[config.mk]
export PLATFORM = sky130hd
export DESIGN_NAME = mpr_pipe_ctrl
export DESIGN_NICKNAME = d
export VERILOG_FILES = /design/src/hdl/mpr_pkg.sv /design/src/hdl/mpr_pipe_ctrl.sv
export SDC_FILE = /design/constraint.sdc
export NUM_CORES = 1
export LEC_CHECK = 0
export BUFFER_PORTS_ARGS = -buffer_cell sky130_fd_sc_hd__buf_2
export CAP_MARGIN = 20
export CORE_AREA = 2 2 39 41
export CTS_CLUSTER_DIAMETER = 150
export CTS_CLUSTER_SIZE = 10
export DETAILED_ROUTE_END_ITERATION = 8
export DIE_AREA = 0 0 41 43
export PLACE_DENSITY = 0.69
export SETUP_SLACK_MARGIN = 0.05
export SLEW_MARGIN = 20
export SYNTH_ARGS = -nofsm -noshare
export SYNTH_HDL_FRONTEND = slang
export SYNTH_SLANG_ARGS = --single-unit
[constraint.sdc]
create_clock -name i_clk -period 1.5 [get_ports i_clk]
set_input_delay 0.15 -clock i_clk [delete_from_list [all_inputs] [get_ports i_clk]]
set_output_delay 0.15 -clock i_clk [all_outputs]
set_load 0.005 [all_outputs]
[src/hdl/mpr_pkg.sv]
// ============================================================================
// mpr_pkg
// Widths, register map, reset values and shared types for the mask pixel
// to RGB24 converter.
// ============================================================================
package mpr_pkg;

    localparam int RAW_W          = 32;
    localparam int CH_W           = 8;
    localparam int CFG_W          = 32;
    localparam int ADDR_W         = 4;
    localparam int REG_IDX_W      = 2;
    localparam int NUM_CH         = 3;
    localparam int PIXEL_BITS_DEF = 32;

    localparam int EXT_STAGES = 3;
    localparam int NUM_STAGES = EXT_STAGES + CH_W;

    localparam logic [REG_IDX_W-1:0] REG_RED   = 2'd0;
    localparam logic [REG_IDX_W-1:0] REG_GREEN = 2'd1;
    localparam logic [REG_IDX_W-1:0] REG_BLUE  = 2'd2;

    localparam logic [CFG_W-1:0] RESET_RED   = 32'h00ff_0000;
    localparam logic [CFG_W-1:0] RESET_GREEN = 32'h0000_ff00;
    localparam logic [CFG_W-1:0] RESET_BLUE  = 32'h0000_00ff;

    typedef struct packed {
        logic [CFG_W-1:0] red;
        logic [CFG_W-1:0] green;
        logic [CFG_W-1:0] blue;
    } t_mask_cfg;

endpackage

[src/hdl/mpr_pipe_ctrl.sv]
// ============================================================================
// mpr_pipe_ctrl
// Valid bits and per-stage load enables; a stage advances when it is empty
// or the stage after it advances, so bubbles collapse under stall.
// ============================================================================
module mpr_pipe_ctrl #(
    parameter int N = mpr_pkg::NUM_STAGES
) (
    input  logic          i_clk,
    input  logic          i_rst_n,
    input  logic          i_in_valid,
    output logic          o_in_ready,
    input  logic          i_out_ready,
    output logic          o_out_valid,
    output logic [N-1:0]  o_load
);

    logic [N-1:0] r_vld;
    logic [N:0]   w_rdy;

    always_comb begin
        w_rdy[N] = i_out_ready;
        for (int k = N - 1; k >= 0; k--) begin
            w_rdy[k] = !r_vld[k] || w_rdy[k+1];
        end
    end

    assign o_load      = w_rdy[N-1:0];
    assign o_in_ready  = w_rdy[0];
    assign o_out_valid = r_vld[N-1];

    always_ff @(posedge i_clk) begin
        if (!i_rst_n) begin
            r_vld <= '0;
        end else begin
            if (w_rdy[0]) begin
                r_vld[0] <= i_in_valid;
            end
            for (int k = 1; k < N; k++) begin
                if (w_rdy[k]) begin
                    r_vld[k] <= r_vld[k-1];
                end
            end
        end
    end

endmodule

* Yosys cells after proc, flatten, opt, wreduce, memory -nomap -nowiden
Cells that the tools add are included.
** Word-level totals
- Bits in registers :: 11
- Bits in latches :: 0
- Memory bits (writable) :: 0
- Memory bits (read-only) :: 0
- Input port bits :: 4
- Output and inout port bits :: 13
- Memories kept :: 0
** Operators by class
- $add $sub $neg :: 0
- Multiply operators :: 0
- Div/mod/pow operators :: 0
- Order comparisons :: 0
- Eq/ne operators :: 0
- Shift-type cells :: 0
- Muxes and demuxes :: 0
- Bitwise operators :: 0
- Reduce and logical (&&, ||, !) cells :: 22
** Operators with widths (number)
- $logic_not 1->1 :: 11
- $logic_or 1x1->1 :: 11

* Logic depth before layout (Yosys ltp)
- Word-level depth :: 12
- Depth in mapped cells :: 5

* Worst setup path after synthesis
No wires, ideal clock.
- Kind :: flip-flop to output port
- Start point :: register r_vld[10]
- End point :: output o_load[0]
- Data arrival time :: 1.121 ns
- Required time :: 1.350 ns
- Path slack :: 0.229 ns
- Stages on the path, launching flop included :: 6
- Cell sequence :: dfxtp_1 and4b_2 inv_4 nor2_8 nand3_1 buf_4
** Between the ends
- Cells in the longest elaborated chain, start to end :: 12
** Ends and longest elaborated chain
- start, declared :: RTL line mpr_pipe_ctrl.sv:18 : logic [N-1:0] r_vld;
- start signal, assigned by index :: RTL line mpr_pipe_ctrl.sv:41 : r_vld[k] <= r_vld[k-1];
- $logic_not 1->1 :: RTL line mpr_pipe_ctrl.sv:24 : w_rdy[k] = !r_vld[k] || w_rdy[k+1];
- $logic_or 1x1->1 (3 in a row) :: RTL line mpr_pipe_ctrl.sv:24
- via o_load[8] :: RTL line mpr_pipe_ctrl.sv:15 : output logic [N-1:0] o_load
- $logic_or 1x1->1 (8 in a row) :: RTL line mpr_pipe_ctrl.sv:24
- end, declared :: RTL line mpr_pipe_ctrl.sv:15
The timed path passes the listed nets, and every way through them passes these cells.

* Worst setup path in the final report
- Start point :: register r_vld[8]
- End point :: output o_load[3]
** Between the ends
- Cells in the longest elaborated chain, start to end :: 7
** Ends and longest elaborated chain (RTL line)
- $logic_not 1->1 :: mpr_pipe_ctrl.sv:24
- $logic_or 1x1->1 (6 in a row) :: mpr_pipe_ctrl.sv:24
Every way passes these cells.

==> results.json <==
{
  "syn-num-nets": 54,
  "routedWlPerCell_um": 10.4,
  "antenna_found_initial": 0,
  "synth.cell_area_um2": 480,
  "synth_top_area_share_pct": 45.8,
  "largestRegisters": "r_vld x11",
  "ys_seq_elements": 11,
  "die_w_um": 41,
  "via_count": 436,
  "status": "complete, no violations",
  "start_kind": "register",
  "drc": 0,
  "power_density_nw_per_um2": 770,
  "synth_cell_types": 24,
  "routed_wl_um": 939,
  "io_pins": 17,
  "cts_tree": "yes",
  "min_path_type": "input port to register",
  "area_growth_pct": 39.3,
  "gp_congestion": 0.763,
  "ant_nets": 0,
  "grt_pass1_wl_mm": 1.44,
  "crit_path_max_fanout": 6,
  "dpl.hpwl_um": 679,
  "fin_ws_ps": 67.5,
  "placed_area_um2": 569,
  "grt_pass1_vias": 367,
  "largest_reg_flops": 11,
  "maxCapViolCount": 0,
  "cp-end-kind": "primary output",
  "row_count": 14,
  "clockRootBuffer": "clkbuf_4",
  "layout_common_cells": "buf_2 (16), dfxtp_1 (7), buf_4 (6)",
  "post-place-ws_ps": 229,
  "synth_top_area_cell": "dfxtp_1",
  "finalHoldViolCount": 0,
  "slew_headroom_pct": 86.6,
  "post-route-min-period_ps": 1430,
  "power_w": 0.000515,
  "p_leak_nw": 0.275,
  "insertion_delay_ps": 270,
  "track_usage_pct": 13.2,
  "core_area_um2": 1380,
  "setup_violations": 0,
  "clockBufferDepth": 2,
  "dr.pass1.iters": 3,
  "antenna_cells": 0,
  "numClockSinks": 11,
  "cp.required_ps": 1350,
  "stdcell_area_um2": 669,
  "synth_cells": 50,
  "dieArea_um2": 1760,
  "layout-drive-gt1-share_pct": 52.7,
  "numCtsBuffers": 3,
  "finalSetupTns_ps": 0,
  "holdBufCountCts": 0,
  "max_freq_ghz": 0.698,
  "ir_drop_mv": 0.484,
  "initial_core_util_pct": 34.7,
  "largest_register": "r_vld",
  "via_per_inst": 4.84,
  "cts.clk_slew.worst_paths_ps": 70,
  "htree_levels": 1,
  "drtIter0Drc": 5,
  "rsz0062_at_grt": "true",
  "grt_max_degree": 15,
  "cp.arrival_ps": 1280,
  "final_common_cell": "buf_2",
  "ys_seq_area_share_pct": 45.8,
  "portBuffers": 16,
  "multi_input_area_um2": 241,
  "synth_warnings": 0,
  "synth.avg_cell_area_um2": 9.61,
  "max_slew.worst_pin.slew_ps": 201,
  "grt_remaining_overflow": 0,
  "critPathKind": "register to primary output",
  "synth_area_leaders": "dfxtp_1 (46%), nand3_1 (5.2%), nor2_8 (4.2%)",
  "fin_nets": 79,
  "skew_ps": 1.97,
  "fillers": 142,
  "finalCritPeriodShare_pct": 95.5,
  "die_y_um": 43,
  "seq_area_um2": 225,
  "final-max-slew-violation-count": 0
}
## worst paths after layout
kind	from	to	slack, ps	depth (start not counted)
min	i_in_valid	r_vld[0]	100	2
max reg2reg	r_vld[8]	r_vld[0]	330	5
max	r_vld[8]	o_load[3]	70	5
min reg2reg	r_vld[8]	r_vld[9]	440	2
## Yosys cell counts
cell,number
dfxtp_1,11
inv_1,5
nand3_1,5
nand2_1,4
a21boi_1,2
inv_4,2
nand4_1,2
o21a_1,2
o21ai_2,2
a21boi_0,1
a21boi_2,1
a21oi_1,1
a31o_1,1
a32o_1,1
and2_1,1
and4_1,1
and4b_2,1
buf_4,1
clkbuf_1,1
nand2b_1,1
nor2_8,1
nor2b_1,1
nor3_2,1
or2_1,1
## metal layers
| metal | track usage, % | share of wire, % |
|---|---|---|
| met2 | 20.0 | 55 |
| met4 | 12.0 | 3.9 |
| met5 | 0 | 0 |
| met3 | 7.85 | 5.2 |
| met1 | 11.1 | 36 |
## where the power goes
| part | internal [W] | switching [W] | total (W) |
|---|---|---|---|
| clock | 0.000103 | 0.0000967 | 0.000200 |
| combinational | 0.00000869 | 0.00000751 | 0.0000162 |
| sequential | 0.000296 | 0.00000321 | 0.000299 |
| total | 0.000408 | 0.000107 | 0.000515 |
## worst max-delay path: stages (launching register included)
cell and delay [ps]:
dfxtp_2 320, and4b_2 270, inv_4 60, nor2_8 130
nand3_1 90, buf_2 140
## cell type report
type / instances / share of cell area [%]
timing repair buffer: 22 / 18.7
multi-input combinational: 30 / 36.1
clock buffer: 4 / 3.93
inverter: 7 / 4.67
tap: 16 / 2.99
sequential: 11 / 33.6
## through the flow
step                cells  util, %  hold slack [ps]
finish                 90     48.4             98.0
global placement       80     41.1              376
global route           90     48.4             88.2
floorplan              50        -              276
CTS                    87     46.1              102
detailed placement     80     41.1              384
## repair_timing
item / 4_1_cts / 5_1_grt
gates cloned: 0 / 0
hold endpoints to repair: 0 / 0
pin swaps: 3 / 2
endpoints found under the setup margin: 7 / 8
resized for setup: 6 / 2
buffers inserted: 3 / 3
## cells by family after synthesis
family          Yosys count  synth area share (%)
simple gates             19                  26.6
flops                    11                  45.8
compound gates           11                  18.7
buf+inv                   9                  8.85
Power figures use the tool's default switching activity.
