<file path="src/hdl/mpr_pkg.sv">
// ============================================================================
// mpr_pkg
// Widths, register map, reset values and shared types for the mask pixel
// to RGB24 converter.
// ============================================================================
package mpr_pkg;

    localparam int RAW_W          = 32;
    localparam int CH_W           = 8;
    localparam int CFG_W          = 32;
    localparam int ADDR_W         = 4;
    localparam int REG_IDX_W      = 2;
    localparam int NUM_CH         = 3;
    localparam int PIXEL_BITS_DEF = 32;

    localparam int EXT_STAGES = 3;
    localparam int NUM_STAGES = EXT_STAGES + CH_W;

    localparam logic [REG_IDX_W-1:0] REG_RED   = 2'd0;
    localparam logic [REG_IDX_W-1:0] REG_GREEN = 2'd1;
    localparam logic [REG_IDX_W-1:0] REG_BLUE  = 2'd2;

    localparam logic [CFG_W-1:0] RESET_RED   = 32'h00ff_0000;
    localparam logic [CFG_W-1:0] RESET_GREEN = 32'h0000_ff00;
    localparam logic [CFG_W-1:0] RESET_BLUE  = 32'h0000_00ff;

    typedef struct packed {
        logic [CFG_W-1:0] red;
        logic [CFG_W-1:0] green;
        logic [CFG_W-1:0] blue;
    } t_mask_cfg;

endpackage

</file>
<file path="src/hdl/mpr_extract.sv">
// ============================================================================
// mpr_extract
// Three stages per channel: trailing-zero count of the mask, shift of mask
// and field down to bit zero, and field*255 as the dividend.
// ============================================================================
module mpr_extract #(
    parameter int W = mpr_pkg::RAW_W
) (
    input  logic                                    i_clk,
    input  logic [mpr_pkg::EXT_STAGES-1:0]          i_load,
    input  logic [W-1:0]                            i_pixel,
    input  logic [W-1:0]                            i_mask,
    output logic [W+mpr_pkg::CH_W-1:0]              o_rem,
    output logic [W-1:0]                            o_div
);

    localparam int SH_W = $clog2(W);
    localparam int RW   = W + mpr_pkg::CH_W;

    logic [W-1:0]    w_lsb;
    logic [SH_W-1:0] n0_sh;
    logic [SH_W-1:0] r0_sh;
    logic [W-1:0]    r0_fld;
    logic [W-1:0]    r0_mask;
    logic [W-1:0]    r1_top;
    logic [W-1:0]    r1_fld;
    logic            w_zero;
    logic [RW-1:0]   w_fld_ext;
    logic [RW-1:0]   r2_rem;
    logic [W-1:0]    r2_div;

    assign w_lsb = i_mask & (~i_mask + W'(1));

    always_comb begin
        n0_sh = '0;
        for (int i = 0; i < W; i++) begin
            n0_sh = n0_sh | (w_lsb[i] ? SH_W'(i) : '0);
        end
    end

    always_ff @(posedge i_clk) begin
        if (i_load[0]) begin
            r0_sh   <= n0_sh;
            r0_fld  <= i_pixel & i_mask;
            r0_mask <= i_mask;
        end
    end

    always_ff @(posedge i_clk) begin
        if (i_load[1]) begin
            r1_top <= r0_mask >> r0_sh;
            r1_fld <= r0_fld >> r0_sh;
        end
    end

    // zero mask: empty dividend over an all-ones divisor gives a zero quotient
    assign w_zero    = (r1_top == '0);
    assign w_fld_ext = RW'(r1_fld);

    always_ff @(posedge i_clk) begin
        if (i_load[2]) begin
            r2_rem <= w_zero ? '0 : ((w_fld_ext << mpr_pkg::CH_W) - w_fld_ext);
            r2_div <= w_zero ? '1 : r1_top;
        end
    end

    assign o_rem = r2_rem;
    assign o_div = r2_div;

endmodule

</file>
<file path="config.mk">
export PLATFORM = sky130hd
export DESIGN_NAME = mpr_extract
export DESIGN_NICKNAME = d
export VERILOG_FILES = /design/src/hdl/mpr_pkg.sv /design/src/hdl/mpr_extract.sv
export SDC_FILE = /design/constraint.sdc
export NUM_CORES = 1
export LEC_CHECK = 0
export BUFFER_PORTS_ARGS = -buffer_cell sky130_fd_sc_hd__buf_2
export CORE_ASPECT_RATIO = 0.8
export CORE_MARGIN = 2
export CORE_UTILIZATION = 59
export CTS_CLUSTER_DIAMETER = 100
export CTS_CLUSTER_SIZE = 20
export DETAILED_ROUTE_END_ITERATION = 16
export HOLD_SLACK_MARGIN = 0.12
export PLACE_DENSITY_LB_ADDON = 0.08
export SLEW_MARGIN = 15
export SYNTH_ARGS = -nofsm -noshare
export SYNTH_HDL_FRONTEND = slang
export SYNTH_SLANG_ARGS = --single-unit
</file>
<file path="constraint.sdc">
create_clock -name i_clk -period 3.4 [get_ports i_clk]
set_input_delay 0.51 -clock i_clk [delete_from_list [all_inputs] [get_ports i_clk]]
set_output_delay 0.51 -clock i_clk [all_outputs]
set_load 0.02 [all_outputs]
</file>
* Yosys cells after proc, flatten, opt, wreduce, memory -nomap -nowiden
Index checks and enable logic that the tools add are counted.
Word-level totals: flip-flop bits (word level) 205, word-level logic and storage cells 76
Operators by class: add/sub/neg operators 2, shift operators 2, multiplexer cells 31, bitwise operators 33, reductions and logical operators 1
Operator list (number):
- 5-bit two-way mux | 16
- 5-bit bitwise OR | 15
- 32-bit AND | 2
- 32-bit by 5-bit >> shifter with 32-bit output | 2
- 40-bit by 32-bit subtractor with 40-bit output | 1
- 32-bit by 1-bit adder with 32-bit output (second input constant) | 1
- 32-bit zero test | 1
- 4-bit two-way mux | 8
- 32-bit inverter | 1
- 4-bit bitwise OR | 7
- 3-bit two-way mux | 4
- 3-bit bitwise OR | 3
- 4-bit by 5-bit bitwise OR with 5-bit output | 1
- 2-bit two-way mux | 2
- 3-bit by 4-bit bitwise OR with 4-bit output | 1
- 2-bit by 3-bit bitwise OR with 3-bit output | 1
- 1-bit by 2-bit bitwise OR with 2-bit output | 1
- 2-bit bitwise OR | 1
- 1-bit two-way mux | 1

* Longest topological paths before layout
depth after elaboration 34, gate-level depth with buffers 10, gate-level depth less buffers 9

* Worst setup path before layout
Ideal clock, no wire load.
path kind register to register, start point register r1_fld[1], end point register r2_rem[38], in the netlist o_rem[38] (data pin), setup time 0.256 ns, data arrival time 2.300 ns, data required time 3.144 ns, path slack 0.844 ns, stages on the path, launching flop included 9, path buffers 0, cells stage by stage edfxtp_1 -> ha_1 -> a21oi_1 -> o31ai_4 -> a311o_2 -> and4_4 -> o2111ai_4 -> a311oi_1 -> a41o_1
On the way: cells in the longest elaborated chain, start to end 1
RTL lines:
- start: declaration | RTL line mpr_extract.sv:26 | logic [W-1:0] r1_fld;
- start signal: assignment | RTL line mpr_extract.sv:52 | r1_fld <= r0_fld >> r0_sh;
- 40-bit by 32-bit subtractor with 40-bit output | RTL line mpr_extract.sv:62 | r2_rem <= w_zero ? '0 : ((w_fld_ext << mpr_pkg::CH_W) - w_fld_ext);
- end signal: assignment | RTL line mpr_extract.sv:62
- end: declaration | RTL line mpr_extract.sv:29 | logic [RW-1:0] r2_rem;
Every way passes these cells. A chain may end at the register's enable or synchronous reset.

* Worst setup path after layout
start point register r1_fld[6], end point register r2_rem[31], in the netlist o_rem[31] (data pin)
The elaborated chain is that of the path after synthesis.

==> flow_summary.json <==
{
  "core_mm2": 0.01997,
  "cts.sinks": 205,
  "synth_fa_ha_area_frac": 0.02588,
  "cts-root-buf": "clkbuf_16",
  "peakVddDrop_uv": 342.8,
  "initial_utilization": 0.6052,
  "layout-drive-gt1-share": 0.2140,
  "critPathArrivalTime_ns": 3.39,
  "rsz0062_at_grt": "false",
  "grt_max_degree": 77,
  "ant_nets": 0,
  "wl_per_cell_um": 19.67,
  "yosysWarningCount": 0,
  "post_cts_buffers": 0,
  "drv_cap": 0,
  "synth-main-ff-cell": "edfxtp_1",
  "powerDensity_mw_per_mm2": 496.1,
  "port_buffers": 139,
  "drc": 0,
  "antenna_found_initial": 1,
  "grt_pass1_vias": 8244,
  "layout.cells.non_filler": 1493,
  "synth_top_family_by_area": "simple AND/OR/NAND/NOR gates",
  "grt_remaining_overflow": 0,
  "endpoint_kind": "flip-flop",
  "routed_wl_um": 29370,
  "mostFrequentLayoutCells": "205 x edfxtp_1, 139 x buf_2, 124 x nor2_1",
  "vias_per_cell": 6.116,
  "worst_slew_pin_slew_ns": 0.8170,
  "fin_crit_sh": 0.9295,
  "ys_ff_latch": 205,
  "synth_cell_types": 61,
  "grt_pass1_wl_um": 45930,
  "nets": 1322,
  "period_minus_slack_ns": 3.160,
  "clock_latency_ns": 0.48,
  "io_pins": 140,
  "whs_ns": 0.2582,
  "syn_to_final_growth_pct": 11.17,
  "drt_first_pass_iters": 6,
  "clockBufferDepth": 3,
  "max_freq_mhz": 316.4,
  "path_delay_family": "compound AO/OA/AOI/OAI gates",
  "synth_edf_count": 205,
  "finalSetupViolCount": 0,
  "ys_seq_area_frac": 0.5093,
  "status": "finished clean",
  "synth_xor_xnor_area_share": 0.01522,
  "clkSlewWorstSetupHoldPaths_ns": 0.09,
  "die_w_um": 164.0,
  "synth_area_mm2": 0.01209,
  "netlist_instances": 1117,
  "crit_type": "flip-flop to flip-flop",
  "gp_congestion": 0.9474,
  "yosys.area_share.simple": 0.1559,
  "final_common_cell": "edfxtp_1",
  "die_y_um": 132.0,
  "num_antenna_cells": 0,
  "synth-compound-area-share": 0.1290,
  "slew_violations": 0,
  "required_ns": 3.63,
  "cts_tree": "done",
  "place_inst": 1477,
  "hold_path.class": "primary input to flip-flop",
  "track_usage": 0.2699,
  "rows": 46,
  "crit_buf_inv": 0,
  "hold_buffers": 0,
  "hold_violations": 0,
  "drt_first_iter_violations": 1168,
  "crit_chain": "ha_1 > a21oi_1 > o211ai_1 > a221oi_1 > o211a_1 > nor2_1 > mux2_1",
  "die_area_mm2": 0.02165,
  "cts_made_buffers": 14,
  "crit_path_max_incr_delay_ns": 0.60,
  "dp_hpwl_um": 21980,
  "cts_resized": 0,
  "worstPathMaxFanout": 7,
  "fin_setup_tns_ns": 0,
  "total_power_uw": 6666,
  "synth-async-reset-ratio": 0,
  "start_kind": "flip-flop",
  "htreeDepth": 1,
  "via_count": 9131,
  "relSlewSlack": 0.4553,
  "syn_avg_cell_area_um2": 10.82,
  "slowest_stage": "a221oi_1",
  "finClkSkew_ns": 0.01903,
  "synthMuxAreaShare": 0.1312,
  "p_leak_uw": 0.005319,
  "syn-num-nets": 1210
}
==> worst register-to-register path: cells and delay by family, from the launching register on <==
family                   cells  cell delay, ns
flip-flops                   1            0.48
AND/OR/NAND/NOR              1            0.07
adder cells (fa/ha/maj)      1            0.43
AO/OA/AOI/OAI                4            1.63
multiplexers                 1            0.31
==> registers in the layout, summed over array words and instances (netlist names) <==
signal and cells:
r0_fld 32, o_rem 40, o_div 32, r1_top 32, r1_fld 32, r0_sh 5, r0_mask 32
==> where the power goes <==
group | switching [uW] | internal (uW) | leakage, uW | total (uW)
clock | 816 | 798 | 0.000192 | 1610
sequential | 139 | 3100 | 0.00204 | 3240
combinational | 1110 | 706 | 0.00309 | 1810
==> metal layers <==
| layer | up-vias | track usage | part of all wire |
|---|---|---|---|
| met5 | - | 0 | 0.00044 |
| li1 | 4353 | - | - |
| met2 | 429 | 0.3662 | 0.41 |
| met1 | 4311 | 0.4527 | 0.49 |
| met4 | 2 | 0.04727 | 0.013 |
| met3 | 36 | 0.05002 | 0.087 |
==> layout make-up <==
type / instances / area [um^2]
Clock inverter: 1 / 16.27
Tap cell: 264 / 330.3
Inverter: 42 / 157.7
Clock buffer: 15 / 375.4
Fill cell: 1570 / 6535
Multi-Input combinational cell: 809 / 5533
Sequential cell: 205 / 6156
Timing Repair Buffer: 157 / 868.3
==> per-stage QoR <==
step	instance area (um^2)	utilization	setup slack, ns
CTS	13440	0.6728	0.3656
finish	13440	0.6728	0.2398
global placement	13050	0.6532	0.4077
global route	13440	0.6728	0.07423
detailed placement	13050	0.6532	0.3905
floorplan	12090	-	0.8440
==> synthesized netlist by cell type (4+ instances only) <==
library cell	count	area, um^2
or2_2	32	200.2
o21bai_1	9	67.56
o21ai_0	36	180.2
a31oi_1	5	31.28
nand2b_1	5	31.28
ha_1	25	312.8
o21ai_1	26	130.1
nor2_1	125	469.2
nand4_1	11	68.82
nor4_1	20	125.1
inv_1	38	142.6
nor2b_1	14	87.58
o211ai_1	8	60.06
a211oi_1	20	150.1
mux2_2	19	214.0
clkbuf_1	39	146.4
and2_1	40	250.2
or3_1	5	31.28
a21o_1	9	67.56
a21oi_1	80	400.4
mux4_2	30	675.7
edfxtp_1	205	6156
a31o_1	6	52.55
o22ai_1	11	68.82
xor2_1	8	70.07
nor3_1	15	75.07
nand2_1	109	409.1
xnor2_1	13	113.9
o21a_1	15	112.6
mux2_1	4	45.04
mux2i_1	65	650.6
buf_2	12	60.06
nand3_1	10	50.05
buf_1	9	33.78
==> worst paths after layout <==
path	startpoint	end	slack, ns	cells past startpoint
setup / recovery	r1_fld[6]$_DFFE_PP_	o_rem[31]$_SDFFCE_PN0P_	0.24	7
hold / removal	i_mask[25]	r0_mask[25]$_DFFE_PP_	0.26	1
hold reg to reg	r1_top[19]$_SDFFCE_PP0P_	o_div[19]$_SDFFCE_PN1P_	0.54	1
setup reg to reg	r1_fld[6]$_DFFE_PP_	o_rem[31]$_SDFFCE_PN0P_	0.24	7
==> cell families (layout without fill, tap and decap cells) <==
group / Yosys count / after routing
multiplexers: 118 / 118
adder cells (fa/ha/maj): 25 / 25
AND/OR/NAND/NOR: 397 / 397
buffers and inverters: 103 / 215
XOR/XNOR: 21 / 21
flip-flops: 205 / 205
AO/OA/AOI/OAI: 248 / 248
(Power assumes the default switching activity.)
