==> config.mk <==
export PLATFORM = sky130hd
export DESIGN_NAME = mpr_div_step
export DESIGN_NICKNAME = d
export VERILOG_FILES = /design/src/hdl/mpr_pkg.sv /design/src/hdl/mpr_div_step.sv
export SDC_FILE = /design/constraint.sdc
export NUM_CORES = 1
export LEC_CHECK = 0
export BUFFER_PORTS_ARGS = -buffer_cell sky130_fd_sc_hd__buf_4
export CAP_MARGIN = 20
export CORE_MARGIN = 4
export CORE_UTILIZATION = 45
export DETAILED_ROUTE_END_ITERATION = 12
export PLACE_DENSITY = 0.71
export SLEW_MARGIN = 10
export SYNTH_ARGS = -nofsm -noshare
export SYNTH_HDL_FRONTEND = slang
export SYNTH_SLANG_ARGS = --single-unit
==> constraint.sdc <==
create_clock -name i_clk -period 3.54 [get_ports i_clk]
set_input_delay 0.708 -clock i_clk [delete_from_list [all_inputs] [get_ports i_clk]]
set_output_delay 0.708 -clock i_clk [all_outputs]
set_load 0.1 [all_outputs]
==> src/hdl/mpr_pkg.sv <==
// ============================================================================
// mpr_pkg
// Widths, register map, reset values and shared types for the mask pixel
// to RGB24 converter.
// ============================================================================
package mpr_pkg;

    localparam int RAW_W          = 32;
    localparam int CH_W           = 8;
    localparam int CFG_W          = 32;
    localparam int ADDR_W         = 4;
    localparam int REG_IDX_W      = 2;
    localparam int NUM_CH         = 3;
    localparam int PIXEL_BITS_DEF = 32;

    localparam int EXT_STAGES = 3;
    localparam int NUM_STAGES = EXT_STAGES + CH_W;

    localparam logic [REG_IDX_W-1:0] REG_RED   = 2'd0;
    localparam logic [REG_IDX_W-1:0] REG_GREEN = 2'd1;
    localparam logic [REG_IDX_W-1:0] REG_BLUE  = 2'd2;

    localparam logic [CFG_W-1:0] RESET_RED   = 32'h00ff_0000;
    localparam logic [CFG_W-1:0] RESET_GREEN = 32'h0000_ff00;
    localparam logic [CFG_W-1:0] RESET_BLUE  = 32'h0000_00ff;

    typedef struct packed {
        logic [CFG_W-1:0] red;
        logic [CFG_W-1:0] green;
        logic [CFG_W-1:0] blue;
    } t_mask_cfg;

endpackage

==> src/hdl/mpr_div_step.sv <==
// ============================================================================
// mpr_div_step
// One registered restoring-division step, yielding one quotient bit.
// ============================================================================
module mpr_div_step #(
    parameter int W   = mpr_pkg::RAW_W,
    parameter int BIT = 0
) (
    input  logic                            i_clk,
    input  logic                            i_load,
    input  logic [W+mpr_pkg::CH_W-1:0]      i_rem,
    input  logic [W-1:0]                    i_div,
    input  logic [mpr_pkg::CH_W-1:0]        i_q,
    output logic [W+mpr_pkg::CH_W-1:0]      o_rem,
    output logic [W-1:0]                    o_div,
    output logic [mpr_pkg::CH_W-1:0]        o_q
);

    localparam int RW = W + mpr_pkg::CH_W;

    logic [RW-1:0]              w_dsh;
    logic                       w_ge;
    logic [mpr_pkg::CH_W-1:0]   n_q;
    logic [RW-1:0]              r_rem;
    logic [W-1:0]               r_div;
    logic [mpr_pkg::CH_W-1:0]   r_q;

    assign w_dsh = RW'(i_div) << BIT;
    assign w_ge  = (i_rem >= w_dsh);

    always_comb begin
        n_q      = i_q;
        n_q[BIT] = w_ge;
    end

    always_ff @(posedge i_clk) begin
        if (i_load) begin
            r_rem <= w_ge ? (i_rem - w_dsh) : i_rem;
            r_div <= i_div;
            r_q   <= n_q;
        end
    end

    assign o_rem = r_rem;
    assign o_div = r_div;
    assign o_q   = r_q;

endmodule

---- Yosys cells after proc, flatten, opt, wreduce, memory -nomap -nowiden ----
Cells that the tools add are included.
storage, ports and cells
  flip-flop bits (word level) ............. 80
  memories ................................ 0
  input port bits ......................... 82
  latch bits .............................. 0
  memory bits (writable) .................. 0
  bits in read-only memories .............. 0
cells by class
  shifts and indexed selects .............. 0
  div/mod/pow operators ................... 0
  muxes and demuxes ....................... 1
  $add $sub $neg .......................... 1
  $mul .................................... 0
  reduce and logical (&&, ||, !) cells .... 0
  bitwise logic cells ..................... 0
  eq/ne operators ......................... 0
  order comparisons ....................... 1
operators with widths
  cell                            count
  >= comparator 40 x 32 -> 1 bit  1
  two-way mux 40 bit              1
  subtractor 40 x 32 -> 40 bit    1

---- Longest topological paths before layout ----
  depth in word-level cells ............... 2
  depth in mapped cells ................... 13

---- Worst setup path before layout ----
Ideal clock, no wire load.
  path type ............................... input port to flip-flop
  from .................................... in i_div[19]
  to ...................................... reg r_rem[31], in the netlist o_rem[31], data pin
  stages .................................. 12
  required time ........................... 3.278 ns
  path slack .............................. 0.204 ns
  arrival ................................. 3.074 ns
  cell sequence ........................... inv_1 ha_1 buf_2 nand4_4 nor4_4 nand4_1 or4_4 nand4_4 nor2_4 inv_6 buf_6 mux2_1
on the way
  longest elaborated chain between the ends .. 2
  elaborated cells between the ends (all ways) .. 3
  those cells by class .................... add/sub (1); order compare (1); mux (1)
RTL lines
  what                            RTL line            source
  start: declaration              mpr_div_step.sv:12  input logic [W-1:0] i_div,
  >= comparator 40 x 32 -> 1 bit  mpr_div_step.sv:29  assign w_ge = (i_rem >= w_dsh);
  named net w_ge                  mpr_div_step.sv:22  logic w_ge;
  two-way mux 40 bit              mpr_div_step.sv:38  r_rem <= w_ge ? (i_rem - w_dsh) : i_rem;
  end signal: assignment          mpr_div_step.sv:38
  end: declaration                mpr_div_step.sv:24  logic [RW-1:0] r_rem;
The timed path passes the listed nets, and every way through them passes these cells.
A chain may end at the register's enable or synchronous reset.

---- Final worst setup path ----
  from .................................... in i_rem[19] (netlist name)
  to ...................................... reg r_rem[31], in the netlist o_rem[31], data pin
on the way
  longest elaborated chain between the ends .. 2
  elaborated cells between the ends (all ways) .. 3
  those cells by class .................... add/sub (1); order compare (1); mux (1)
RTL lines
  what                                                                            RTL line                                source
  start: declaration                                                              mpr_div_step.sv:11                      input logic [W+mpr_pkg::CH_W-1:0] i_rem,
  subtractor 40 x 32 -> 40 bit or >= comparator 40 x 32 -> 1 bit (tied branches)  mpr_div_step.sv:38, mpr_div_step.sv:29
  two-way mux 40 bit *                                                            mpr_div_step.sv:38
Mark *: on every way between the ends. The rest lies on a longest branch, timed or not.

==> impl_metrics.xml <==
<?xml version="1.0" encoding="UTF-8"?>
<metrics>
  <group name="clock_tree">
    <metric name="ctsRootBufferMaster" unit="">clkbuf_16</metric>
    <metric name="tritoncts" unit="">built</metric>
    <metric name="numCtsBuffers" unit="">9</metric>
    <metric name="cts_post_setup_buffers_inserted" unit="">0</metric>
    <metric name="tritoncts_num_sinks" unit="">80</metric>
    <metric name="clk_pin_slew" unit="ns">0.07</metric>
    <metric name="cts-root-to-sink-buffers" unit="">2</metric>
    <metric name="cts_hold_buffers" unit="">0</metric>
    <metric name="clock_tree.htree_level_count" unit="">3</metric>
    <metric name="cts-resized-gates" unit="">0</metric>
  </group>
  <group name="place">
    <metric name="final_hpwl_from_detailed_placement" unit="mm">10.4</metric>
    <metric name="port_buffers" unit="">160</metric>
    <metric name="numPlacedInstances" unit="">784</metric>
    <metric name="preCtsSetupSlack" unit="ns">-0.0304</metric>
    <metric name="routabilityCongestion" unit="">0.879</metric>
  </group>
  <group name="finish">
    <metric name="flow.area_growth_from_synthesis" unit="%">34.5</metric>
    <metric name="fillers" unit="">942</metric>
    <metric name="multi_input_area" unit="µm²">2510</metric>
    <metric name="number_of_nets_in_the_layout" unit="">770</metric>
    <metric name="finished_layout_cells" unit="">800</metric>
    <metric name="antenna-diode-count" unit="">0</metric>
    <metric name="regArea" unit="µm²">2400</metric>
    <metric name="final_util" unit="%">63.0</metric>
    <metric name="final_layout_size_suffix_gt1_share" unit="%">36.1</metric>
  </group>
  <group name="yosys">
    <metric name="post_synth_edffs" unit="">80</metric>
    <metric name="synthesis.yosys.warnings" unit="">0</metric>
    <metric name="synthFlopType" unit="">edfxtp_1</metric>
    <metric name="synthArstFlopShare" unit="%">0</metric>
    <metric name="post_synth_instance_area" unit="µm²">5180</metric>
    <metric name="syn-instance-count" unit="">471</metric>
    <metric name="mapped_nets" unit="">586</metric>
    <metric name="yosysUniqueCellTypes" unit="">60</metric>
    <metric name="ys_seq_elements" unit="">80</metric>
    <metric name="syn-mean-instance-area" unit="µm²">11.0</metric>
    <metric name="yosysSeqAreaShare" unit="%">46.3</metric>
  </group>
  <group name="power_and_ir_drop">
    <metric name="switching_share_of_power" unit="%">42.6</metric>
    <metric name="switchingPower" unit="mW">1.57</metric>
    <metric name="worst_voltage_drop_across_the_vdd_grid" unit="mV">0.361</metric>
    <metric name="internal_power" unit="mW">2.12</metric>
    <metric name="power.clock.fraction" unit="%">23.9</metric>
    <metric name="comb_power_share" unit="%">43.3</metric>
    <metric name="overall_power_after_layout" unit="mW">3.69</metric>
    <metric name="p_leak" unit="nW">3.11</metric>
    <metric name="power_frac_seq" unit="%">32.8</metric>
    <metric name="powerDensity" unit="nW/µm²">529</metric>
  </group>
  <group name="timing">
    <metric name="postLayoutSetupSlackWorst" unit="ns">0.368</metric>
    <metric name="relSlewSlack" unit="%">31.5</metric>
    <metric name="hold_ws" unit="ns">0.533</metric>
    <metric name="final_max_slew_viol_count" unit="">0</metric>
    <metric name="tightestPinTransition" unit="ns">1.03</metric>
    <metric name="max_clock_freq" unit="MHz">315</metric>
    <metric name="final_period_demand_of_the_worst_path" unit="ns">3.17</metric>
    <metric name="layout_worst_path_cycle_share" unit="%">89.6</metric>
    <metric name="setup_repair_after_global_routing_missed_its_margin" unit="">false</metric>
    <metric name="setup_viol" unit="">0</metric>
    <metric name="hold_viol" unit="">0</metric>
  </group>
  <group name="detailed_routing">
    <metric name="detail_route.wirelength" unit="mm">13.4</metric>
    <metric name="dr.first_iter.drc_count" unit="">155</metric>
    <metric name="drt_pass1_iterations" unit="">4</metric>
    <metric name="routed_wire_length_per_instance" unit="µm">16.7</metric>
    <metric name="post_drt_via_cell_ratio" unit="">5.45</metric>
    <metric name="detail-route-antenna-nets" unit="">0</metric>
    <metric name="detail_route.drc_violations" unit="">0</metric>
    <metric name="route.vias.total" unit="">4356</metric>
  </group>
  <group name="floorplanning">
    <metric name="floorplan.initialDensity" unit="%">46.8</metric>
    <metric name="fp.coreArea" unit="µm²">11100</metric>
    <metric name="die_h" unit="µm">115</metric>
    <metric name="die_w" unit="µm">115</metric>
    <metric name="num_rows" unit="">38</metric>
    <metric name="floorplan.io_pins" unit="">162</metric>
    <metric name="die_area" unit="µm²">13300</metric>
  </group>
  <group name="grt">
    <metric name="gr-usage-all-layers" unit="%">20.5</metric>
    <metric name="grt_antenna_before_repair" unit="">0</metric>
    <metric name="grt_start_max_net_pins" unit="">81</metric>
    <metric name="first_global_vias" unit="">4424</metric>
    <metric name="global_route_overflow" unit="">0</metric>
    <metric name="global_route_wire_length_before_repair" unit="mm">21.6</metric>
  </group>
  <group name="worst_hold_path">
    <metric name="min_path_type" unit="">in2reg</metric>
  </group>
  <group name="run_status">
    <metric name="status" unit="">finished, final reports clean</metric>
  </group>
  <group name="setup_path">
    <metric name="critPathCaptureType" unit="">register</metric>
    <metric name="worst_path_class_setup" unit="">in2reg</metric>
    <metric name="cp_data_required_time" unit="ns">3.63</metric>
    <metric name="critPathLaunchType" unit="">input port</metric>
    <metric name="worst-path-max-fanout" unit="">19</metric>
    <metric name="cp.arrival" unit="ns">3.26</metric>
  </group>
  <group name="run">
    <metric name="timing.max_cap.violations" unit="">0</metric>
  </group>
</metrics>
## worst max-delay path, stage by stage
cell and delay (ns):
buf_4 0.11, ha_1 0.33, buf_4 0.18, a21oi_1 0.16, o21ai_0 0.13, o31ai_1 0.35, o31ai_1 0.18, a211oi_4 0.27
a21oi_4 0.11, nor2_4 0.18, inv_6 0.06, buf_12 0.17, mux2_1 0.31
## path summary, 6_finish.rpt
check / from / to / slack [ns] / cells past startpoint
setup / recovery: i_rem[19] / o_rem[31]$_DFFE_PP_ / 0.37 / 13
hold / removal: i_q[3] / o_q[3]$_DFFE_PP_ / 0.53 / 1
## area by class of cell
| cell class | instances | share of cell area (%) |
|---|---|---|
| Multi-Input combinational cell | 334 | 36.0 |
| Sequential cell | 80 | 34.4 |
| Timing Repair Buffer | 190 | 20.8 |
| Clock buffer | 9 | 3.23 |
| Tap cell | 140 | 2.51 |
| Inverter | 40 | 2.22 |
| Clock inverter | 7 | 0.753 |
## metrics by stage
| step | TNS (ns) | area (µm²) |
|---|---|---|
| 4_1_cts | 0 | 6980 |
| 2_1_floorplan | 0 | 5180 |
| 3_3_place_gp | 0 | 6700 |
| 5_1_grt | 0 | 6980 |
| 3_5_place_dp | -0.187 | 6700 |
| 6_report | 0 | 6980 |
## cell usage in the layout (no fill, tap or decap), types with 6 or more instances in the layout
master	instances
ha_1	32
nand2b_1	7
a21oi_1	43
xnor2_1	22
buf_4	188
xor2_1	10
inv_1	39
clkbuf_16	9
nor2_1	24
edfxtp_1	80
mux2_4	20
nand4_1	9
o211ai_1	6
nand2_1	28
o21ai_0	22
nor3_1	21
nand3_1	11
a21o_1	11
## synthesized netlist by cell type, types with 5 or more instances
cell	instances	area, µm²
a21o_1	11	82.6
nor2b_1	5	31.3
clkbuf_1	8	30.0
o211ai_1	6	45.0
nand2b_1	7	43.8
o21ai_0	22	110
xnor2_1	22	193
o31ai_1	5	37.5
mux2_4	20	300
ha_1	32	400
a21oi_1	43	215
edfxtp_1	80	2400
nand4_1	9	56.3
nand3_1	11	55.1
nor3_1	21	105
nand2_1	28	105
nor2_1	24	90.1
xor2_1	10	87.6
inv_1	39	146
## kinds of logic (layout without fill, tap and decap cells)
| logic type | count (synthesis) | in the layout | synth area share, % |
|---|---|---|---|
| buffers and inverters | 57 | 246 | 5.19 |
| multiplexers | 23 | 23 | 6.42 |
| XOR/XNOR | 32 | 32 | 5.41 |
| adder cells (fa/ha/maj) | 33 | 33 | 8.11 |
| AO/OA/AOI/OAI | 120 | 120 | 15.2 |
| flip-flops | 80 | 80 | 46.3 |
| AND/OR/NAND/NOR | 126 | 126 | 13.4 |
## per-layer routing
metal | global-route usage, % | vias up | wire [µm]
met2 | 33.7 | 144 | 6480
met5 | 0 | - | 0
met1 | 26.8 | 2062 | 5840
met3 | 3.42 | 25 | 712
met4 | 9.15 | 0 | 357
li1 | - | 2125 | -
## power by group through the flow
stage	clock, mW	sequential, mW	combinational [mW]
CTS	0.900	1.21	1.60
floorplan	0	2.01	0.416
global placement	0	1.23	1.59
global route	0.939	1.22	1.68
finish	0.880	1.21	1.60
detailed placement	0	1.23	1.60
## registers in the layout, summed over array words and instances, names as in the netlist
name   cells
o_q        8
o_div     32
o_rem     40
Power figures use the tool's default switching activity.
