===== src/hdl/mpr_pkg.sv =====
// ============================================================================
// mpr_pkg
// Widths, register map, reset values and shared types for the mask pixel
// to RGB24 converter.
// ============================================================================
package mpr_pkg;

    localparam int RAW_W          = 32;
    localparam int CH_W           = 8;
    localparam int CFG_W          = 32;
    localparam int ADDR_W         = 4;
    localparam int REG_IDX_W      = 2;
    localparam int NUM_CH         = 3;
    localparam int PIXEL_BITS_DEF = 32;

    localparam int EXT_STAGES = 3;
    localparam int NUM_STAGES = EXT_STAGES + CH_W;

    localparam logic [REG_IDX_W-1:0] REG_RED   = 2'd0;
    localparam logic [REG_IDX_W-1:0] REG_GREEN = 2'd1;
    localparam logic [REG_IDX_W-1:0] REG_BLUE  = 2'd2;

    localparam logic [CFG_W-1:0] RESET_RED   = 32'h00ff_0000;
    localparam logic [CFG_W-1:0] RESET_GREEN = 32'h0000_ff00;
    localparam logic [CFG_W-1:0] RESET_BLUE  = 32'h0000_00ff;

    typedef struct packed {
        logic [CFG_W-1:0] red;
        logic [CFG_W-1:0] green;
        logic [CFG_W-1:0] blue;
    } t_mask_cfg;

endpackage


===== src/hdl/mpr_cfg.sv =====
// ============================================================================
// mpr_cfg
// APB register file holding the three channel masks.
// ============================================================================
module mpr_cfg (
    input  logic                          i_clk,
    input  logic                          i_rst_n,
    input  logic                          psel,
    input  logic                          penable,
    input  logic                          pwrite,
    input  logic [mpr_pkg::ADDR_W-1:0]    paddr,
    input  logic [mpr_pkg::CFG_W-1:0]     pwdata,
    output logic [mpr_pkg::CFG_W-1:0]     prdata,
    output logic                          pready,
    output mpr_pkg::t_mask_cfg            o_cfg
);

    mpr_pkg::t_mask_cfg                  r_cfg;
    logic [mpr_pkg::REG_IDX_W-1:0]       w_idx;

    assign w_idx  = paddr[mpr_pkg::ADDR_W-1:2];
    assign pready = 1'b1;
    assign o_cfg  = r_cfg;

    always_ff @(posedge i_clk) begin
        if (!i_rst_n) begin
            r_cfg.red   <= mpr_pkg::RESET_RED;
            r_cfg.green <= mpr_pkg::RESET_GREEN;
            r_cfg.blue  <= mpr_pkg::RESET_BLUE;
        end else if (psel && penable && pwrite) begin
            unique case (w_idx)
                mpr_pkg::REG_RED:   r_cfg.red   <= pwdata;
                mpr_pkg::REG_GREEN: r_cfg.green <= pwdata;
                mpr_pkg::REG_BLUE:  r_cfg.blue  <= pwdata;
                default: ;
            endcase
        end
    end

    always_comb begin
        unique case (w_idx)
            mpr_pkg::REG_RED:   prdata = r_cfg.red;
            mpr_pkg::REG_GREEN: prdata = r_cfg.green;
            mpr_pkg::REG_BLUE:  prdata = r_cfg.blue;
            default:            prdata = '0;
        endcase
    end

endmodule


===== config.mk =====
export PLATFORM = sky130hd
export DESIGN_NAME = mpr_cfg
export DESIGN_NICKNAME = d
export VERILOG_FILES = /design/src/hdl/mpr_pkg.sv /design/src/hdl/mpr_cfg.sv
export SDC_FILE = /design/constraint.sdc
export NUM_CORES = 1
export LEC_CHECK = 0
export BUFFER_PORTS_ARGS = -buffer_cell sky130_fd_sc_hd__buf_4
export CORE_ASPECT_RATIO = 0.75
export CORE_MARGIN = 2
export CORE_UTILIZATION = 35
export CTS_CLUSTER_SIZE = 40
export DETAILED_ROUTE_END_ITERATION = 6
export GPL_TIMING_DRIVEN = 0
export SYNTH_ARGS = -nofsm -noshare
export SYNTH_HDL_FRONTEND = slang
export SYNTH_SLANG_ARGS = --single-unit

===== constraint.sdc =====
create_clock -name i_clk -period 1.6 [get_ports i_clk]
set_input_delay 0.08 -clock i_clk [delete_from_list [all_inputs] [get_ports i_clk]]
set_output_delay 0.08 -clock i_clk [all_outputs]
set_load 0.02 [all_outputs]

Word-level counts from Yosys, hierarchy flattened:

Cells that the tools add are included.

* eq/ne operators: 2
* muxes and demuxes: 1
* reduce and logical (&&, ||, !) cells: 6

Operators by type and width (count)
* case mux 32 bit (3 select lines): 1
* AND reduction 2 bit: 3
* equality test 2 x 1 -> 1 bit, second input constant: 1
* equality test 2 bit, second input constant: 1
* logical AND 1 bit: 2
* zero test 2 bit: 1

* word-level logic and storage cells: 12
* flip-flop bits (word level): 96
* bits of input ports: 41
* output and inout bits: 129

Longest topological paths before layout:

Gate-level depths: netlist of run 1.

* depth in word-level cells: 3
* depth in mapped cells: 7
* gate-level depth less buffers: 3

Least setup slack after synthesis of run 1:

OpenSTA, ideal clock, no wires.

* path type: input-to-output
* start point: in paddr[2] (netlist name)
* end point: out prdata[10] (netlist name)
* arrival time: 1145 ps
* stages on the path: 4
* buffers on the path: 2
* required time: 1520 ps
* setup slack: 375 ps
* path through: buf_2 > buf_2 > mux2i_1 > o21ai_0

* word-level cells in the longest chain between the ends: 2
* elaborated cells between the ends (all ways): 4
* those cells by class: 2 x eq/ne; 1 x mux; 1 x reduce/logical

RTL lines
* start: declaration: RTL line mpr_cfg.sv:11 `input logic [mpr_pkg::ADDR_W-1:0] paddr,`
* equality test 2 bit, or another cell as far along: RTL line mpr_cfg.sv:41 `unique case (w_idx)`
* case mux 32 bit (3 select lines) (*): RTL line mpr_cfg.sv:41
* end: declaration: RTL line mpr_cfg.sv:13 `output logic [mpr_pkg::CFG_W-1:0] prdata,`

Mark *: on every way between the ends. The rest lies on a longest branch, timed or not.

Worst setup path in the final report of run 1:

* start point: in paddr[2] (netlist name)
* end point: out prdata[11] (netlist name)

Same word-level chain as after synthesis.

==> impl_metrics.yaml, run 1 <==
routing:
  viasPerCell: 4.809
  total_routed_length_mm: 14.24
  drt_iter0_drc: 148
  vias: 4025
  final_antenna_net_count: 0
  wl_per_cell_um: 17.01
  drcViolationCount: 0
  firstDrtPassIters: 4
clock_tree:
  tritoncts_clock_tree: "built"
  cts.repair.resized: 0
  cts_max_path_buffers: 2
  clkTransAtPathRegs_ns: 0.06
  ctsHtreeMaxLevel: 3
  clock_insertion_delay_worst_skew_ns: 0.34
  cts.sink_count: 96
  cts-buffers-inserted: 9
  clk_root_buffer_cell: "clkbuf_16"
pwr:
  power-per-cell-area_mw_per_mm2: 826.8
  worst_vdd_drop_mv: 0.5937
  p_leak_nw: 2.665
synth:
  post_synth_inst_count: 489
  synth-edff-count: 0
  synth_fp_nets: 530
  ys_types: 20
  synth.yosys.seq_area_share: 0.4337
  synth.cell_area_mm2: 0.004432
  synth_area_leaders: "dfxtp_1, mux2i_1, nand2_1"
  synth_flop_cell: "dfxtp_1"
  yosysTopAreaCell: "dfxtp_1"
  ys_ff_latch: 96
  syn_area_per_cell_um2: 9.063
  synth_largest_type_area_fraction: 0.4337
  async_reset_ff_frac: 0
  synth_warnings: 0
sta:
  timing.final.crit_share: 0.9250
  max-slew-margin-rel: 0.5330
  post-route-min-period_ns: 1.480
  setup_viol: 0
  rsz0062_at_grt: "false"
  worst_setup_slack_after_layout_ns: 0.1200
  setup-tns-final_ns: 0
  slew_viol_final: 0
  hold_viol: 0
  fin_worst_skew_ns: 0
  tightest_slew_ns: 0.7006
  achievable-frequency_mhz: 675.7
floorplanning:
  coreArea_mm2: 0.01231
  placement_rows: 35
  design.die.area_mm2: 0.01359
  initial_core_util: 0.3601
  die-height_um: 101.5
  num_io_pins: 170
  die_w_um: 133.9
hold_path:
  hold_path_class: "in -> reg"
  whs_path_depth: 3
finish:
  layout_common_cells: "buf_4, nand2_1, mux2i_1, dfxtp_1"
  fillCellCount: 1196
  layout_commonest_cell: "buf_4"
  syn_to_final_growth_pct: 39.19
  final_net_count: 707
  share_of_post_route_cells_with_drive_strength_above_1: 0.3025
  largest_register_ff_count: 96
  utilization: 0.5013
  n_antenna_cell: 0
worst_setup_path:
  timing.critical_path.from: "paddr[2]"
  crit_path_start_kind: "primary input"
  crit-reg2reg-capture: "o_cfg[34]"
  crit_type: "in -> out"
  cp.required_ns: 1.52
  arrival_worst_endpoint_ns: 1.40
  critPathCaptureType: "primary output"
  setup.reg_to_reg.worst_slack_ns: 0.92
  worstPathMaxFanout: 10
  worst-r2r-cell-count: 2
  crit_end: "prdata[11]"
  critical_path.reg2reg.startpoint: "o_cfg[34]"
outcome:
  result_of_the_run: "completed"
grt:
  grt_first_pass_wirelength_mm: 21.35
  initial_antenna_violation_count: 0
  first_global_vias: 3833
  globalRouteOverflowTotal: 0
  global_route_total_usage_across_every_layer: 0.2055
  grt_start_max_net_pins: 16
placed_design:
  dpl.hpwl_mm: 10.53
  number_of_i_o_port_buffers: 163
  preCtsSetupSlack_ns: 0.1243
  globalplace.congestion: 0.7970
flow_run:
  drv_cap: 0
==> cells in the mapped netlist, types with 4 or more instances <==
| cell | count |
|---|---|
| nand3_1 | 9 |
| buf_2 | 9 |
| nand2_1 | 136 |
| mux2i_1 | 120 |
| inv_1 | 8 |
| clkbuf_1 | 20 |
| dfxtp_1 | 96 |
| buf_4 | 4 |
| o211ai_1 | 8 |
| buf_6 | 7 |
| nor2b_1 | 32 |
| o21ai_0 | 32 |
==> layer usage <==
layer | routed length [um] | GRT usage | part of all wire | vias to the layer above
li1 | - | - | - | 1974
met1 | 6870 | 0.2827 | 0.48 | 1923
met2 | 6460 | 0.3219 | 0.45 | 126
met3 | 880 | 0.05706 | 0.062 | 2
met4 | 29 | 0.04828 | 0.0020 | 0
met5 | 0 | 0 | 0 | -
==> area by class of cell <==
cell class	instances	area [um2]	share of cell area
multi-input combinational	344	2246	0.3641
inverter	8	30.03	0.004868
clock inverter	5	32.53	0.005274
tap	166	207.7	0.03367
clock buffer	11	242.7	0.03935
timing repair buffer	166	1254	0.2032
sequential	96	1922	0.3116
buffer	41	234.0	0.03793
==> cells by family (layout without fill, tap and decap cells) <==
kind of cell / count (synthesis) / in the layout / synth area share
AOI/OAI and AO/OA: 40 / 40 / 0.04969
muxes: 120 / 120 / 0.2710
DFF: 96 / 96 / 0.4337
and+or+nand+nor: 183 / 183 / 0.1852
buffers and inverters: 49 / 231 / 0.05957
other: 1 / 1 / 0.0008462
==> worst min path at each step <==
stage | endpoint | slack (ns) | startpoint
5_1_grt | o_cfg[7] | 0.005 | pwdata[7]
2_1_floorplan | o_cfg[32] | 0.24 | pwdata[0]
3_3_place_gp | o_cfg[0] | 0.34 | pwdata[0]
4_1_cts | o_cfg[3] | 0.0005 | pwdata[3]
6_report | o_cfg[86] | 0.01 | pwdata[22]
3_5_place_dp | o_cfg[4] | 0.35 | pwdata[4]
==> power by group <==
part / internal (mW) / total (mW) / switching [mW] / leakage, nW
clock: 1.09 / 2.00 / 0.912 / 0.128
combinational: 0.269 / 0.645 / 0.376 / 1.76
sequential: 2.42 / 2.45 / 0.0295 / 0.776
==> worst max-delay path, cell delays in order <==
cell	delay, ns
buf_2	0.19
nor2b_4	0.12
clkbuf_2	0.14
clkbuf_1	0.48
nand2_1	0.11
o21ai_0	0.10
buf_4	0.17
==> through the flow <==
stage	cell area [um2]	total power, mW	hold WS (ns)	std cells
after global routing	6168	5.277	0.005448	837
final	6168	5.100	0.01180	837
after global placement	5863	3.135	0.3392	818
after detailed placement	5863	3.145	0.3453	818
after floorplan	4432	2.853	0.2415	489
after CTS	6168	5.139	0.0004646	837
==> what timing repair did <==
| action | 4_1_cts | 5_1_grt |
|---|---|---|
| buffers inserted | 0 | 0 |
| endpoints found under the hold margin | 3 | 0 |
| hold buffers | 3 | 0 |
| setup endpoints to repair | 0 | 0 |
(Power assumes the default switching activity.)
==> run 2: changes to the inputs <==
==> constraint.sdc (replaced) <==
create_clock -name i_clk -period 1.4 [get_ports i_clk]
set_input_delay 0.07 -clock i_clk [delete_from_list [all_inputs] [get_ports i_clk]]
set_output_delay 0.07 -clock i_clk [all_outputs]
set_load 0.02 [all_outputs]
==> impl_metrics.yaml, run 2 (synthesis results as in run 1) <==
clock_tree:
  clkTransAtPathRegs_ns: 0.06
  clk_root_buffer_cell: "clkbuf_16"
  tritoncts_clock_tree: "built"
  cts.sink_count: 96
  ctsHtreeMaxLevel: 3
  post-cts-setup-buffer-count: 0
  cts_max_path_buffers: 2
  clock_insertion_delay_worst_skew_ns: 0.33
  cts-buffers-inserted: 9
routing:
  final_antenna_net_count: 0
  detailed_route_wirelength_on_metal3_um: 923
  vias: 4066
  drcViolationCount: 0
  met1Wirelength_mm: 6.838
  drt_iter0_drc: 178
  total_routed_length_mm: 14.38
  routed.top_layer: "met4"
  wl_per_cell_um: 17.01
  viasPerCell: 4.812
  firstDrtPassIters: 4
  met2_wirelength_mm: 6.592
finish:
  layout_common_cells: "buf_4, nand2_1, mux2i_1, dfxtp_1"
  largest_register_ff_count: 96
  final_net_count: 715
  n_antenna_cell: 0
  share_of_post_route_cells_with_drive_strength_above_1: 0.3034
  utilization: 0.5083
  layout_commonest_cell: "buf_4"
  syn_to_final_growth_pct: 41.13
  fillCellCount: 1187
worst_setup_path:
  cp.required_ns: 1.33
  arrival_worst_endpoint_ns: 1.22
  crit_type: "in -> out"
  crit_path_start_kind: "primary input"
  crit-reg2reg-capture: "o_cfg[23]"
  setup.reg_to_reg.worst_slack_ns: 0.72
  critPathCaptureType: "primary output"
  worstPathMaxFanout: 10
  worst-r2r-cell-count: 2
  critical_path.reg2reg.startpoint: "o_cfg[23]"
pwr:
  flop_pwr_share: 0.479
  power_after_layout_mw: 5.845
  p_leak_nw: 2.709
  p_sw_mw: 1.506
  combPwrFrac: 0.129
  p_int_mw: 4.339
  power.clock.fraction: 0.391
  switching_fraction: 0.2576
  power-per-cell-area_mw_per_mm2: 934.4
  worst_vdd_drop_mv: 0.6764
hold_path:
  hold_path_class: "in -> reg"
  whs_path_depth: 3
  hold_start: "pwdata[17]"
  timing.hold.worst_endpoint: "o_cfg[81]"
placed_design:
  dpl.hpwl_mm: 10.53
  globalplace.congestion: 0.7970
  number_of_i_o_port_buffers: 163
outcome:
  result_of_the_run: "completed"
floorplanning:
  die-height_um: 101.5
  coreArea_mm2: 0.01231
  die_w_um: 133.9
  num_io_pins: 170
  placement_rows: 35
  design.die.area_mm2: 0.01359
  initial_core_util: 0.3601
sta:
  timing.final.crit_share: 0.9218
  slew_viol_final: 0
  fin_worst_skew_ns: 0
  achievable-frequency_mhz: 774.9
  tightest_slew_ns: 0.6932
  setup_viol: 0
  hold_viol: 0
  rsz0062_at_grt: "false"
  post-route-min-period_ns: 1.291
  max-slew-margin-rel: 0.5379
  hold-worst-slack_ns: 0.005450
grt:
  grt_first_pass_wirelength_mm: 21.60
  grt_start_max_net_pins: 16
  initial_antenna_violation_count: 0
  first_global_vias: 3863
  global_route_total_usage_across_every_layer: 0.2076
  globalRouteOverflowTotal: 0
flow_run:
  drv_cap: 0
[run 2: cell types whose count changed in the layout (fill, tap and decap cells not counted), sizes merged]
cell / delta
dlygate4sd3: +8
buf: -1
clkbuf: +1
[run 2: how the worst max path moves through the flow]
stage,start,cells past startpoint,end,slack (ns)
floorplan,paddr[2],4,prdata[10],0.20
global placement,paddr[2],7,prdata[13],0.003
detailed placement,paddr[2],7,prdata[5],-0.06
CTS,o_cfg[94],3,prdata[30],0.07
global route,paddr[2],5,prdata[15],0.009
finish,paddr[2],5,prdata[24],0.11
[run 2: per-layer routing]
layer | vias to the layer above | track usage
met5 | - | 0
met4 | 0 | 0.04828
met3 | 2 | 0.05305
met2 | 135 | 0.3266
met1 | 1942 | 0.2876
li1 | 1987 | -
[run 2: critical path: stages]
cell     delay [ns]
buf_2          0.24
buf_2          0.38
mux2i_1        0.24
o21ai_0        0.10
buf_4          0.18
[run 2: area by class of cell]
cell class / instances / area, um2 / area share
inverter: 8 / 30.03 / 0.004801
timing repair buffer: 174 / 1334 / 0.2132
clock buffer: 11 / 242.7 / 0.03881
buffer: 41 / 240.2 / 0.03841
tap: 166 / 207.7 / 0.03321
sequential: 96 / 1922 / 0.3073
clock inverter: 5 / 32.53 / 0.005201
multi-input combinational: 344 / 2246 / 0.3591
[run 2: timing repair]
| action | 4_1_cts | 5_1_grt |
|---|---|---|
| setup endpoints to repair | 22 | 1 |
| resized for setup | 3 | 1 |
| hold buffers | 11 | 0 |
| hold endpoints to repair | 11 | 0 |
[run 2: power by group through the flow]
stage	clock network, mW	registers, mW	logic (mW)
6_report	2.29	2.80	0.756
5_1_grt	2.44	2.81	0.811
4_1_cts	2.33	2.80	0.760
3_5_place_dp	0	2.86	0.731
3_3_place_gp	0	2.86	0.720
2_1_floorplan	0	2.90	0.360
[run 2: stage by stage]
step	worst slack (ns)	instance area, um2	std cells	TNS [ns]
3_5_place_dp	-0.05568	5863	818	-0.4019
6_report	0.1094	6255	845	0
3_3_place_gp	0.002930	5863	818	0
4_1_cts	0.07027	6252	845	0
2_1_floorplan	0.1955	4432	489	0
5_1_grt	0.008887	6255	845	0
